`src/lsh_pkg.sv`:
```
// Shared types, codes and reset values for the link setup handshake block.
`default_nettype none
package lsh_pkg;

  localparam int unsigned CFG_IDX_W = 3;
  localparam int unsigned CFG_DATA_W = 16;
  localparam int unsigned LSH_QUEUE_DEPTH = 2;

  localparam logic [1:0] CMD_START = 2'd0;
  localparam logic [1:0] CMD_BYTE  = 2'd1;
  localparam logic [1:0] CMD_TICK  = 2'd2;

  localparam logic [CFG_IDX_W-1:0] CFG_FLAG    = 3'd0;
  localparam logic [CFG_IDX_W-1:0] CFG_ADDR    = 3'd1;
  localparam logic [CFG_IDX_W-1:0] CFG_TIMEOUT = 3'd2;
  localparam logic [CFG_IDX_W-1:0] CFG_MAXTX   = 3'd3;
  localparam logic [CFG_IDX_W-1:0] CFG_ROLE    = 3'd4;

  localparam logic [7:0]  RST_FLAG    = 8'h7E;
  localparam logic [7:0]  RST_ADDR    = 8'h03;
  localparam logic [15:0] RST_TIMEOUT = 16'd3;
  localparam logic [7:0]  RST_MAXTX   = 8'd3;
  localparam logic        RST_ROLE    = 1'b0;

  localparam logic [7:0] CTRL_SET = 8'h07;
  localparam logic [7:0] CTRL_UA  = 8'h03;

  localparam logic ROLE_INIT = 1'b0;
  localparam logic ROLE_RESP = 1'b1;

  localparam logic [1:0] PH_IDLE = 2'd0;
  localparam logic [1:0] PH_WAIT = 2'd1;
  localparam logic [1:0] PH_DONE = 2'd2;
  localparam logic [1:0] PH_FAIL = 2'd3;

  localparam logic [2:0] PS_HUNT  = 3'd0;
  localparam logic [2:0] PS_FLAG  = 3'd1;
  localparam logic [2:0] PS_ADDR  = 3'd2;
  localparam logic [2:0] PS_CTRL  = 3'd3;
  localparam logic [2:0] PS_CHECK = 3'd4;

  localparam logic [2:0] BEAT_FLAG0 = 3'd0;
  localparam logic [2:0] BEAT_ADDR  = 3'd1;
  localparam logic [2:0] BEAT_CTRL  = 3'd2;
  localparam logic [2:0] BEAT_CHECK = 3'd3;
  localparam logic [2:0] BEAT_FLAG1 = 3'd4;

  typedef struct packed {
    logic [7:0]  flag_byte;
    logic [7:0]  address_byte;
    logic [15:0] timeout_ticks;
    logic [7:0]  max_transmissions;
    logic        role;
  } cfg_t;

  typedef struct packed {
    logic       send;
    logic [7:0] ctrl;
    logic       link_up;
    logic       failed;
  } job_t;

endpackage
`default_nettype wire

```
`src/lsh_ifs.sv`:
```
// Handshake channel interfaces: input commands, result beats, register writes.
`default_nettype none
interface lsh_in_if;
  logic       valid;
  logic       ready;
  logic [1:0] command;
  logic [7:0] rx_byte;
  modport source (output valid, output command, output rx_byte, input ready);
  modport sink (input valid, input command, input rx_byte, output ready);
endinterface

interface lsh_out_if;
  logic       valid;
  logic       ready;
  logic [7:0] tx_byte;
  logic       tx_valid;
  logic       last_result;
  logic       link_up;
  logic       failed;
  modport source (output valid, output tx_byte, output tx_valid, output last_result,
                  output link_up, output failed, input ready);
  modport sink (input valid, input tx_byte, input tx_valid, input last_result,
                input link_up, input failed, output ready);
endinterface

interface lsh_cfg_if;
  logic        valid;
  logic        ready;
  logic [2:0]  idx;
  logic [15:0] data;
  modport source (output valid, output idx, output data, input ready);
  modport sink (input valid, input idx, input data, output ready);
endinterface
`default_nettype wire

```
`src/link_setup_handshake.sv`:
```
// Link setup handshake: one command in, one or five result beats out.
// An accepted command is registered in the job queue and then in the output register.
// Throughput: one command per cycle when it sends nothing and the queue is not
// full; a command that sends a frame occupies the beat serializer for its five beats.
// Reset (rst_n, synchronous): registers to defaults, phase idle, queue empty.
`default_nettype none
module link_setup_handshake #(
  parameter int unsigned QUEUE_DEPTH = lsh_pkg::LSH_QUEUE_DEPTH
) (
  input  wire        clk,
  input  wire        rst_n,
  lsh_in_if.sink     in_ch,
  lsh_out_if.source  out_ch,
  lsh_cfg_if.sink    cfg_ch
);
  import lsh_pkg::*;

  cfg_t cfg;
  job_t push_job, head_job;
  logic push, full, pop, empty;

  lsh_cfg u_cfg (
    .clk    (clk),
    .rst_n  (rst_n),
    .cfg_ch (cfg_ch),
    .cfg    (cfg)
  );

  lsh_front u_front (
    .clk    (clk),
    .rst_n  (rst_n),
    .cfg    (cfg),
    .in_ch  (in_ch),
    .q_full (full),
    .q_push (push),
    .q_job  (push_job)
  );

  lsh_fifo #(
    .DEPTH (QUEUE_DEPTH)
  ) u_fifo (
    .clk      (clk),
    .rst_n    (rst_n),
    .push     (push),
    .push_job (push_job),
    .full     (full),
    .pop      (pop),
    .empty    (empty),
    .head     (head_job)
  );

  lsh_back u_back (
    .clk     (clk),
    .rst_n   (rst_n),
    .cfg     (cfg),
    .q_empty (empty),
    .q_head  (head_job),
    .q_pop   (pop),
    .out_ch  (out_ch)
  );
endmodule
`default_nettype wire

```
`src/lsh_cfg.sv`:
```
// Configuration register file with index decode.
`default_nettype none
module lsh_cfg (
  input  wire          clk,
  input  wire          rst_n,
  lsh_cfg_if.sink      cfg_ch,
  output lsh_pkg::cfg_t cfg
);
  import lsh_pkg::*;

  cfg_t cfg_r;
  cfg_t cfg_nxt;

  assign cfg_ch.ready = 1'b1;
  assign cfg = cfg_r;

  always_comb begin
    cfg_nxt = cfg_r;
    if (cfg_ch.valid) begin
      unique case (cfg_ch.idx)
        CFG_FLAG:    cfg_nxt.flag_byte = cfg_ch.data[7:0];
        CFG_ADDR:    cfg_nxt.address_byte = cfg_ch.data[7:0];
        CFG_TIMEOUT: cfg_nxt.timeout_ticks = cfg_ch.data;
        CFG_MAXTX:   cfg_nxt.max_transmissions = cfg_ch.data[7:0];
        CFG_ROLE:    cfg_nxt.role = cfg_ch.data[0];
        default:     cfg_nxt = cfg_r;
      endcase
    end
  end

  always_ff @(posedge clk) begin
    if (!rst_n) begin
      cfg_r.flag_byte <= RST_FLAG;
      cfg_r.address_byte <= RST_ADDR;
      cfg_r.timeout_ticks <= RST_TIMEOUT;
      cfg_r.max_transmissions <= RST_MAXTX;
      cfg_r.role <= RST_ROLE;
    end else begin
      cfg_r <= cfg_nxt;
    end
  end
endmodule
`default_nettype wire

```
`src/lsh_front.sv`:
```
// Front end: takes commands, runs recognizer, timer and phase, issues one job per command.
`default_nettype none
module lsh_front (
  input  wire           clk,
  input  wire           rst_n,
  input  lsh_pkg::cfg_t cfg,
  lsh_in_if.sink        in_ch,
  input  wire           q_full,
  output logic          q_push,
  output lsh_pkg::job_t q_job
);
  import lsh_pkg::*;

  typedef struct packed {
    logic [2:0] ns;
    logic       hit;
  } rec_t;

  function automatic rec_t recog(input logic [2:0] s, input logic [7:0] c,
                                 input logic [7:0] ctrl, input logic [7:0] flag,
                                 input logic [7:0] addr);
    rec_t r;
    r.ns = PS_HUNT;
    r.hit = 1'b0;
    unique case (s)
      PS_HUNT:  r.ns = (c == flag) ? PS_FLAG : PS_HUNT;
      PS_FLAG:  r.ns = (c == addr) ? PS_ADDR : (c == flag) ? PS_FLAG : PS_HUNT;
      PS_ADDR:  r.ns = (c == ctrl) ? PS_CTRL : (c == flag) ? PS_FLAG : PS_HUNT;
      PS_CTRL:  r.ns = (c == (addr ^ ctrl)) ? PS_CHECK : (c == flag) ? PS_FLAG : PS_HUNT;
      PS_CHECK: r.hit = (c == flag);
      default:  r.ns = (c == flag) ? PS_FLAG : PS_HUNT;
    endcase
    return r;
  endfunction

  logic [2:0]  ps_r, ps_nxt;
  logic [15:0] timer_r, timer_nxt;
  logic [7:0]  attempt_r, attempt_nxt;
  logic [1:0]  phase_r, phase_nxt;
  logic        send;
  logic [7:0]  ctrl;
  logic [15:0] tinc;
  rec_t        rec;
  logic        accept;

  assign in_ch.ready = !q_full;
  assign accept = in_ch.valid && !q_full;
  assign tinc = timer_r + 16'd1;
  assign rec = recog(ps_r, in_ch.rx_byte, (cfg.role == ROLE_RESP) ? CTRL_SET : CTRL_UA,
                     cfg.flag_byte, cfg.address_byte);

  always_comb begin
    ps_nxt = ps_r;
    timer_nxt = timer_r;
    attempt_nxt = attempt_r;
    phase_nxt = phase_r;
    send = 1'b0;
    ctrl = CTRL_SET;
    unique case (in_ch.command)
      CMD_START: begin
        ps_nxt = PS_HUNT;
        timer_nxt = '0;
        if (cfg.role == ROLE_INIT) begin
          attempt_nxt = 8'd1;
          phase_nxt = PH_WAIT;
          send = 1'b1;
        end else begin
          attempt_nxt = '0;
          phase_nxt = PH_IDLE;
        end
      end
      CMD_BYTE: begin
        if (cfg.role == ROLE_RESP) begin
          ps_nxt = rec.ns;
          if (rec.hit) begin
            phase_nxt = PH_DONE;
            send = 1'b1;
            ctrl = CTRL_UA;
          end
        end else if (phase_r == PH_WAIT) begin
          ps_nxt = rec.ns;
          if (rec.hit) begin
            phase_nxt = PH_DONE;
            timer_nxt = '0;
          end
        end
      end
      CMD_TICK: begin
        if (cfg.role == ROLE_INIT && phase_r == PH_WAIT) begin
          timer_nxt = tinc;
          if (tinc >= cfg.timeout_ticks || tinc == 16'd0) begin
            timer_nxt = '0;
            if (attempt_r >= cfg.max_transmissions) begin
              phase_nxt = PH_FAIL;
            end else begin
              attempt_nxt = attempt_r + 8'd1;
              send = 1'b1;
            end
          end
        end
      end
      default: ;
    endcase
  end

  assign q_push = accept;
  assign q_job.send = send;
  assign q_job.ctrl = ctrl;
  assign q_job.link_up = (phase_nxt == PH_DONE);
  assign q_job.failed = (phase_nxt == PH_FAIL);

  always_ff @(posedge clk) begin
    if (!rst_n) begin
      ps_r <= PS_HUNT;
      timer_r <= '0;
      attempt_r <= '0;
      phase_r <= PH_IDLE;
    end else if (accept) begin
      ps_r <= ps_nxt;
      timer_r <= timer_nxt;
      attempt_r <= attempt_nxt;
      phase_r <= phase_nxt;
    end
  end
endmodule
`default_nettype wire

```
`src/lsh_fifo.sv`:
```
// Small job queue between front and back ends.
`default_nettype none
module lsh_fifo #(
  parameter int unsigned DEPTH = lsh_pkg::LSH_QUEUE_DEPTH
) (
  input  wire           clk,
  input  wire           rst_n,
  input  wire           push,
  input  lsh_pkg::job_t push_job,
  output logic          full,
  input  wire           pop,
  output logic          empty,
  output lsh_pkg::job_t head
);
  import lsh_pkg::*;

  localparam int unsigned PW = (DEPTH > 1) ? $clog2(DEPTH) : 1;
  localparam int unsigned CW = $clog2(DEPTH + 1);
  localparam logic [PW-1:0] LAST = PW'(DEPTH - 1);
  localparam logic [CW-1:0] FULLC = CW'(DEPTH);

  job_t          mem_r [DEPTH];
  logic [PW-1:0] wp_r, rp_r;
  logic [CW-1:0] cnt_r;
  logic          do_push, do_pop;

  assign full = (cnt_r == FULLC);
  assign empty = (cnt_r == '0);
  assign head = mem_r[rp_r];
  assign do_push = push && !full;
  assign do_pop = pop && !empty;

  always_ff @(posedge clk) begin
    if (do_push) begin
      mem_r[wp_r] <= push_job;
    end
  end

  always_ff @(posedge clk) begin
    if (!rst_n) begin
      wp_r <= '0;
      rp_r <= '0;
      cnt_r <= '0;
    end else begin
      if (do_push) begin
        wp_r <= (wp_r == LAST) ? '0 : wp_r + PW'(1);
      end
      if (do_pop) begin
        rp_r <= (rp_r == LAST) ? '0 : rp_r + PW'(1);
      end
      if (do_push && !do_pop) begin
        cnt_r <= cnt_r + CW'(1);
      end else if (do_pop && !do_push) begin
        cnt_r <= cnt_r - CW'(1);
      end
    end
  end
endmodule
`default_nettype wire

```
`src/lsh_back.sv`:
```
// Back end: expands queued jobs into result beats through an output register.
`default_nettype none
module lsh_back (
  input  wire           clk,
  input  wire           rst_n,
  input  lsh_pkg::cfg_t cfg,
  input  wire           q_empty,
  input  lsh_pkg::job_t q_head,
  output logic          q_pop,
  lsh_out_if.source     out_ch
);
  import lsh_pkg::*;

  logic [2:0] beat_r;
  logic       ov_r;
  logic [7:0] byte_r;
  logic       txv_r, last_r, up_r, fail_r;
  logic       load;
  logic       is_last;
  logic [7:0] byte_nxt;

  assign load = (!ov_r || out_ch.ready) && !q_empty;
  assign is_last = !q_head.send || (beat_r == BEAT_FLAG1);
  assign q_pop = load && is_last;

  always_comb begin
    byte_nxt = '0;
    if (q_head.send) begin
      unique case (beat_r)
        BEAT_FLAG0: byte_nxt = cfg.flag_byte;
        BEAT_ADDR:  byte_nxt = cfg.address_byte;
        BEAT_CTRL:  byte_nxt = q_head.ctrl;
        BEAT_CHECK: byte_nxt = cfg.address_byte ^ q_head.ctrl;
        BEAT_FLAG1: byte_nxt = cfg.flag_byte;
        default:    byte_nxt = '0;
      endcase
    end
  end

  always_ff @(posedge clk) begin
    if (!rst_n) begin
      ov_r <= 1'b0;
      beat_r <= BEAT_FLAG0;
    end else begin
      if (load) begin
        ov_r <= 1'b1;
        beat_r <= is_last ? BEAT_FLAG0 : beat_r + 3'd1;
      end else if (out_ch.ready) begin
        ov_r <= 1'b0;
      end
    end
  end

  always_ff @(posedge clk) begin
    if (load) begin
      byte_r <= byte_nxt;
      txv_r <= q_head.send;
      last_r <= is_last;
      up_r <= q_head.link_up;
      fail_r <= q_head.failed;
    end
  end

  assign out_ch.valid = ov_r;
  assign out_ch.tx_byte = byte_r;
  assign out_ch.tx_valid = txv_r;
  assign out_ch.last_result = last_r;
  assign out_ch.link_up = up_r;
  assign out_ch.failed = fail_r;
endmodule
`default_nettype wire

```
`src/flat_wrapper.sv`:
```
// flat-port wrapper written by rule: the top's interface ports become plain ports
module link_setup_handshake_flat import lsh_pkg::*;
#(
  parameter int unsigned QUEUE_DEPTH = lsh_pkg::LSH_QUEUE_DEPTH
)
  (clk, rst_n, in_ch_valid, in_ch_command, in_ch_rx_byte, in_ch_ready, out_ch_valid, out_ch_tx_byte, out_ch_tx_valid, out_ch_last_result, out_ch_link_up, out_ch_failed, out_ch_ready, cfg_ch_valid, cfg_ch_idx, cfg_ch_data, cfg_ch_ready);
  lsh_in_if in_ch_i ();
  lsh_out_if out_ch_i ();
  lsh_cfg_if cfg_ch_i ();
  input  wire clk;
  input  wire rst_n;
  input wire logic [$bits(in_ch_i.valid)-1:0] in_ch_valid;
  input wire logic [$bits(in_ch_i.command)-1:0] in_ch_command;
  input wire logic [$bits(in_ch_i.rx_byte)-1:0] in_ch_rx_byte;
  output wire logic [$bits(in_ch_i.ready)-1:0] in_ch_ready;
  output wire logic [$bits(out_ch_i.valid)-1:0] out_ch_valid;
  output wire logic [$bits(out_ch_i.tx_byte)-1:0] out_ch_tx_byte;
  output wire logic [$bits(out_ch_i.tx_valid)-1:0] out_ch_tx_valid;
  output wire logic [$bits(out_ch_i.last_result)-1:0] out_ch_last_result;
  output wire logic [$bits(out_ch_i.link_up)-1:0] out_ch_link_up;
  output wire logic [$bits(out_ch_i.failed)-1:0] out_ch_failed;
  input wire logic [$bits(out_ch_i.ready)-1:0] out_ch_ready;
  input wire logic [$bits(cfg_ch_i.valid)-1:0] cfg_ch_valid;
  input wire logic [$bits(cfg_ch_i.idx)-1:0] cfg_ch_idx;
  input wire logic [$bits(cfg_ch_i.data)-1:0] cfg_ch_data;
  output wire logic [$bits(cfg_ch_i.ready)-1:0] cfg_ch_ready;
  assign in_ch_i.valid = in_ch_valid;
  assign in_ch_i.command = in_ch_command;
  assign in_ch_i.rx_byte = in_ch_rx_byte;
  assign in_ch_ready = in_ch_i.ready;
  assign out_ch_valid = out_ch_i.valid;
  assign out_ch_tx_byte = out_ch_i.tx_byte;
  assign out_ch_tx_valid = out_ch_i.tx_valid;
  assign out_ch_last_result = out_ch_i.last_result;
  assign out_ch_link_up = out_ch_i.link_up;
  assign out_ch_failed = out_ch_i.failed;
  assign out_ch_i.ready = out_ch_ready;
  assign cfg_ch_i.valid = cfg_ch_valid;
  assign cfg_ch_i.idx = cfg_ch_idx;
  assign cfg_ch_i.data = cfg_ch_data;
  assign cfg_ch_ready = cfg_ch_i.ready;
  link_setup_handshake #(.QUEUE_DEPTH(QUEUE_DEPTH)) u_core (.clk(clk), .rst_n(rst_n), .in_ch(in_ch_i), .out_ch(out_ch_i), .cfg_ch(cfg_ch_i));
endmodule
```
`config.mk`:
```
export PLATFORM = sky130hd
export DESIGN_NAME = link_setup_handshake_flat
export DESIGN_NICKNAME = d
export VERILOG_FILES = /design/src/lsh_pkg.sv /design/src/lsh_ifs.sv /design/src/link_setup_handshake.sv /design/src/lsh_cfg.sv /design/src/lsh_front.sv /design/src/lsh_fifo.sv /design/src/lsh_back.sv /design/src/flat_wrapper.sv
export SDC_FILE = /design/constraint.sdc
export NUM_CORES = 1
export LEC_CHECK = 0
export ABC_AREA = 1
export BUFFER_PORTS_ARGS = -buffer_cell sky130_fd_sc_hd__buf_4
export CORE_UTILIZATION = 48
export DETAILED_ROUTE_END_ITERATION = 16
export GPL_TIMING_DRIVEN = 1
export PLACE_DENSITY = 0.7
export SLEW_MARGIN = 20
export SYNTH_ARGS = -nofsm -noshare
export SYNTH_HDL_FRONTEND = slang
export SYNTH_SLANG_ARGS = --single-unit
```
`constraint.sdc`:
```
create_clock -name clk -period 3.33 [get_ports clk]
set_input_delay 0.1665 -clock clk [delete_from_list [all_inputs] [get_ports clk]]
set_output_delay 0.1665 -clock clk [all_outputs]
set_load 0.05 [all_outputs]
```
==> results_dict.tcl <==
set metrics [dict create \
    startpoint "u_core.u_front.timer_r[1]" \
    die_w_um 108 \
    numPortBuffers 47 \
    clockBufferDepth 2 \
    ir_drop_mv 0.593 \
    netlist_top_cells_area "dfxtp_1 (29%), edfxtp_1 (11%), nand2_1 (11%)" \
    path_max_fanout 9 \
    synthArstFlopShare 0 \
    grt_pass1_vias 4607 \
    avgViaCountPerCell 5.24 \
    combPwrFrac 0.300 \
    routabilityCongestion 0.848 \
    leakage_nw 2.71 \
    worst_slew_pin_slew_ps 832 \
    setup_viol_count_final 0 \
    cap_viol_max_count 0 \
    antenna_found_initial 0 \
    seq_power_share 0.415 \
    rows 38 \
    clk_latency_ps 350 \
    crit_path_end_kind "flop" \
    drv_slew 0 \
    fmax_mhz 336 \
    cts_tree "done" \
    area_delta_synth_final_pct 14.0 \
    outcome "complete, no violations" \
    min-delay-start "cfg_ch_data[2]" \
    cp.arrival_ps 3240 \
    postRouteAntennaNets 0 \
    post-route-period-util 0.894 \
    fin_nets 845 \
    grt_pass1_wl_mm 21.0 \
    drive_gt1_frac 0.110 \
    vias 4833 \
    synth_seq_cells 99 \
    internal-power_w 0.00233 \
    required_ps 3600 \
    grt_start_max_net_pins 47 \
    avgSynthCellArea_um2 7.42 \
    initialDrtViolationCount 221 \
    cts_sinks 99 \
    synth_largest_area_cell "dfxtp_1" \
    ys_warn_count 0 \
    cts_root_buf "clkbuf_16" \
    r2r_slack_ps 350 \
    clkPwrFrac 0.285 \
    die_y_um 108 \
    synth_edf_count 20 \
    ys_types 42 \
    syn_nets 801 \
    critical-path-slowest-cell "dfxtp_1" \
    wl_per_cell_um 13.3 \
    clk_pin_slew_ps 70 \
    seq_area_frac_synth 0.401 \
    place_inst 907 \
    slowest_delay_ps 410 \
    yosys_most_used_dff "dfxtp_1" \
    tns_ps 0 \
    routed_wl_mm 12.3 \
    p_per_area_nw_per_um2 585 \
    ioPinCount 49 \
    crit_top_cell "nand2_1" \
    cts_made_buffers 9 \
    grt_use_total 0.229 \
    grt_overflow 0 \
    yosysTopAreaCellShare 0.291 \
    finalCriticalPeriod_ps 2980 \
    post-cts-setup-buffer-count 0 \
    startpoint_type "flop" \
    n_antenna_cell 0 \
    route.detailed.drc 0 \
    cts.htree.levels 3 \
    dieArea_um2 11800 \
    instances_no_fill 923 \
    cp_num_buf_inv 2 \
    hold_path.class "primary input to flop" \
    hold_viol 0 \
    p_sw_w 0.00130 \
    netlist_area_um2 5440 \
    reg2reg_from "u_core.u_front.timer_r[1]" \
    synthCells 734 \
    p_sw_frac 0.357 \
    crit_family "simple AND/OR/NAND/NOR gates" \
    dp_hpwl_mm 9.16 \
    critPathKind "flop to flop" \
    initial_utilization 0.498 \
    relSlewSlack 0.438 \
    skew_ps 7.65 \
    crit_chain "ha_1 -> nand3_2 -> nor2_4 -> nand4_1 -> nand2_1 -> inv_1 -> ha_1 -> nand2_1 -> inv_1 -> o21ai_0 -> nand2_1 -> nor2_1 -> nand2_1 -> nor2_1 -> nand3_4 -> nand2_1 -> nand2_1 -> a21oi_1" \
    rsz0062_at_grt "no" \
    core_area_um2 10900 \
    firstDrtPassIters 5 \
]
==> cell type report <==
| class | count | area (µm²) |
|---|---|---|
| tap | 140 | 175 |
| clock inverter | 6 | 43.8 |
| timing repair buffer | 49 | 368 |
| multi-input combinational | 521 | 2820 |
| inverter | 98 | 368 |
| clock buffer | 10 | 250 |
| sequential | 99 | 2180 |
| fill | 1031 | 4730 |
==> flip-flops by register name, indices dropped and copies added (netlist names), 2 cells and up, named ones only <==
signal                        cells
u_core.u_front.phase_r            2
u_core.u_fifo.cnt_r               2
u_core.u_front.attempt_r          8
u_core.u_back.beat_r              3
u_core.u_back.out_ch.tx_byte      8
u_core.u_cfg.cfg                 41
u_core.u_fifo.mem_r               8
u_core.u_front.ps_r               3
u_core.u_front.timer_r           16
==> kinds of logic (layout without fill, tap and decap cells) <==
logic type	Yosys count	in the layout	synth area share
buffers and inverters	114	163	0.0814
other	1	1	0.000689
XOR/XNOR	24	24	0.0386
flip-flops	99	99	0.401
multiplexers	2	2	0.00414
AND/OR/NAND/NOR	317	317	0.254
AO/OA/AOI/OAI	144	144	0.144
adder cells (fa/ha/maj)	33	33	0.0758
==> power by group through the flow <==
stage	registers (W)	logic [W]	clock network (W)
global route	0.00153	0.00120	0.00110
floorplan	0.00181	0.000504	0
detailed placement	0.00154	0.00109	0
finish	0.00151	0.00109	0.00103
CTS	0.00151	0.00109	0.00106
global placement	0.00153	0.00107	0
==> what timing repair did <==
item | in CTS | in global routing
hold buffers | 0 | 0
setup endpoints to repair | 0 | 5
resized for setup | 0 | 1
==> worst min-delay path: stages <==
cell,delay (ps)
buf_4,110
nand2_1,50
nand3_1,60
==> synth_stat cells, types with 2 or more instances <==
cell type / count
xor2_1: 10
a21oi_1: 71
nor2_1: 81
a211oi_1: 4
nor2_2: 2
o21bai_1: 3
inv_1: 98
xnor2_1: 14
nor2_4: 3
nand2_1: 158
mux2_2: 2
nand3_1: 40
clkbuf_1: 14
edfxtp_1: 20
a221oi_1: 2
nand2_2: 4
o21ai_0: 48
o211ai_1: 4
nor3b_1: 2
nor3_1: 7
nand4_1: 11
dfxtp_1: 79
ha_1: 33
nor3_2: 2
a22oi_1: 5
==> worst paths after layout <==
kind / end / cells past startpoint
worst max-delay path: u_core.u_front.attempt_r[4] / 18
worst min-delay path: u_core.u_cfg.cfg[35] / 3
worst max register to register: u_core.u_front.attempt_r[4] / 18
worst min register to register: u_core.u_cfg.cfg[8] / 2
==> layout by cell type, fill, tap and decap left out, types with 3 or more instances in the layout <==
master     instances
inv_6              3
a22oi_1            5
nor2_1            81
ha_1              33
o21bai_1           3
nand3_1           40
buf_4             49
nor2_4             3
o211ai_1           4
nand2_1          158
clkbuf_16         10
nand2_2            4
nor3_1             7
xnor2_1           14
a21oi_1           71
a211oi_1           4
dfxtp_1           78
nand4_1           11
edfxtp_1          20
inv_1             97
xor2_1            10
o21ai_0           48
==> through the flow <==
stage	total power (W)	hold slack (ps)	area, µm²	setup WS, ps	util
2_1_floorplan	0.00231	293	5440	592	-
3_3_place_gp	0.00260	420	5910	493	0.541
3_5_place_dp	0.00262	433	5910	364	0.541
4_1_cts	0.00366	61.5	6210	339	0.568
5_1_grt	0.00383	68.3	6210	18.9	0.568
6_report	0.00363	71.2	6210	352	0.568
==> per-layer routing <==
metal,wire length [µm],global-route usage,share of wire
met1,5490,0.275,0.45
met2,5990,0.402,0.49
met3,598,0.0512,0.049
met4,233,0.0753,0.019
met5,0,0,0
Power figures use the tool's default switching activity.
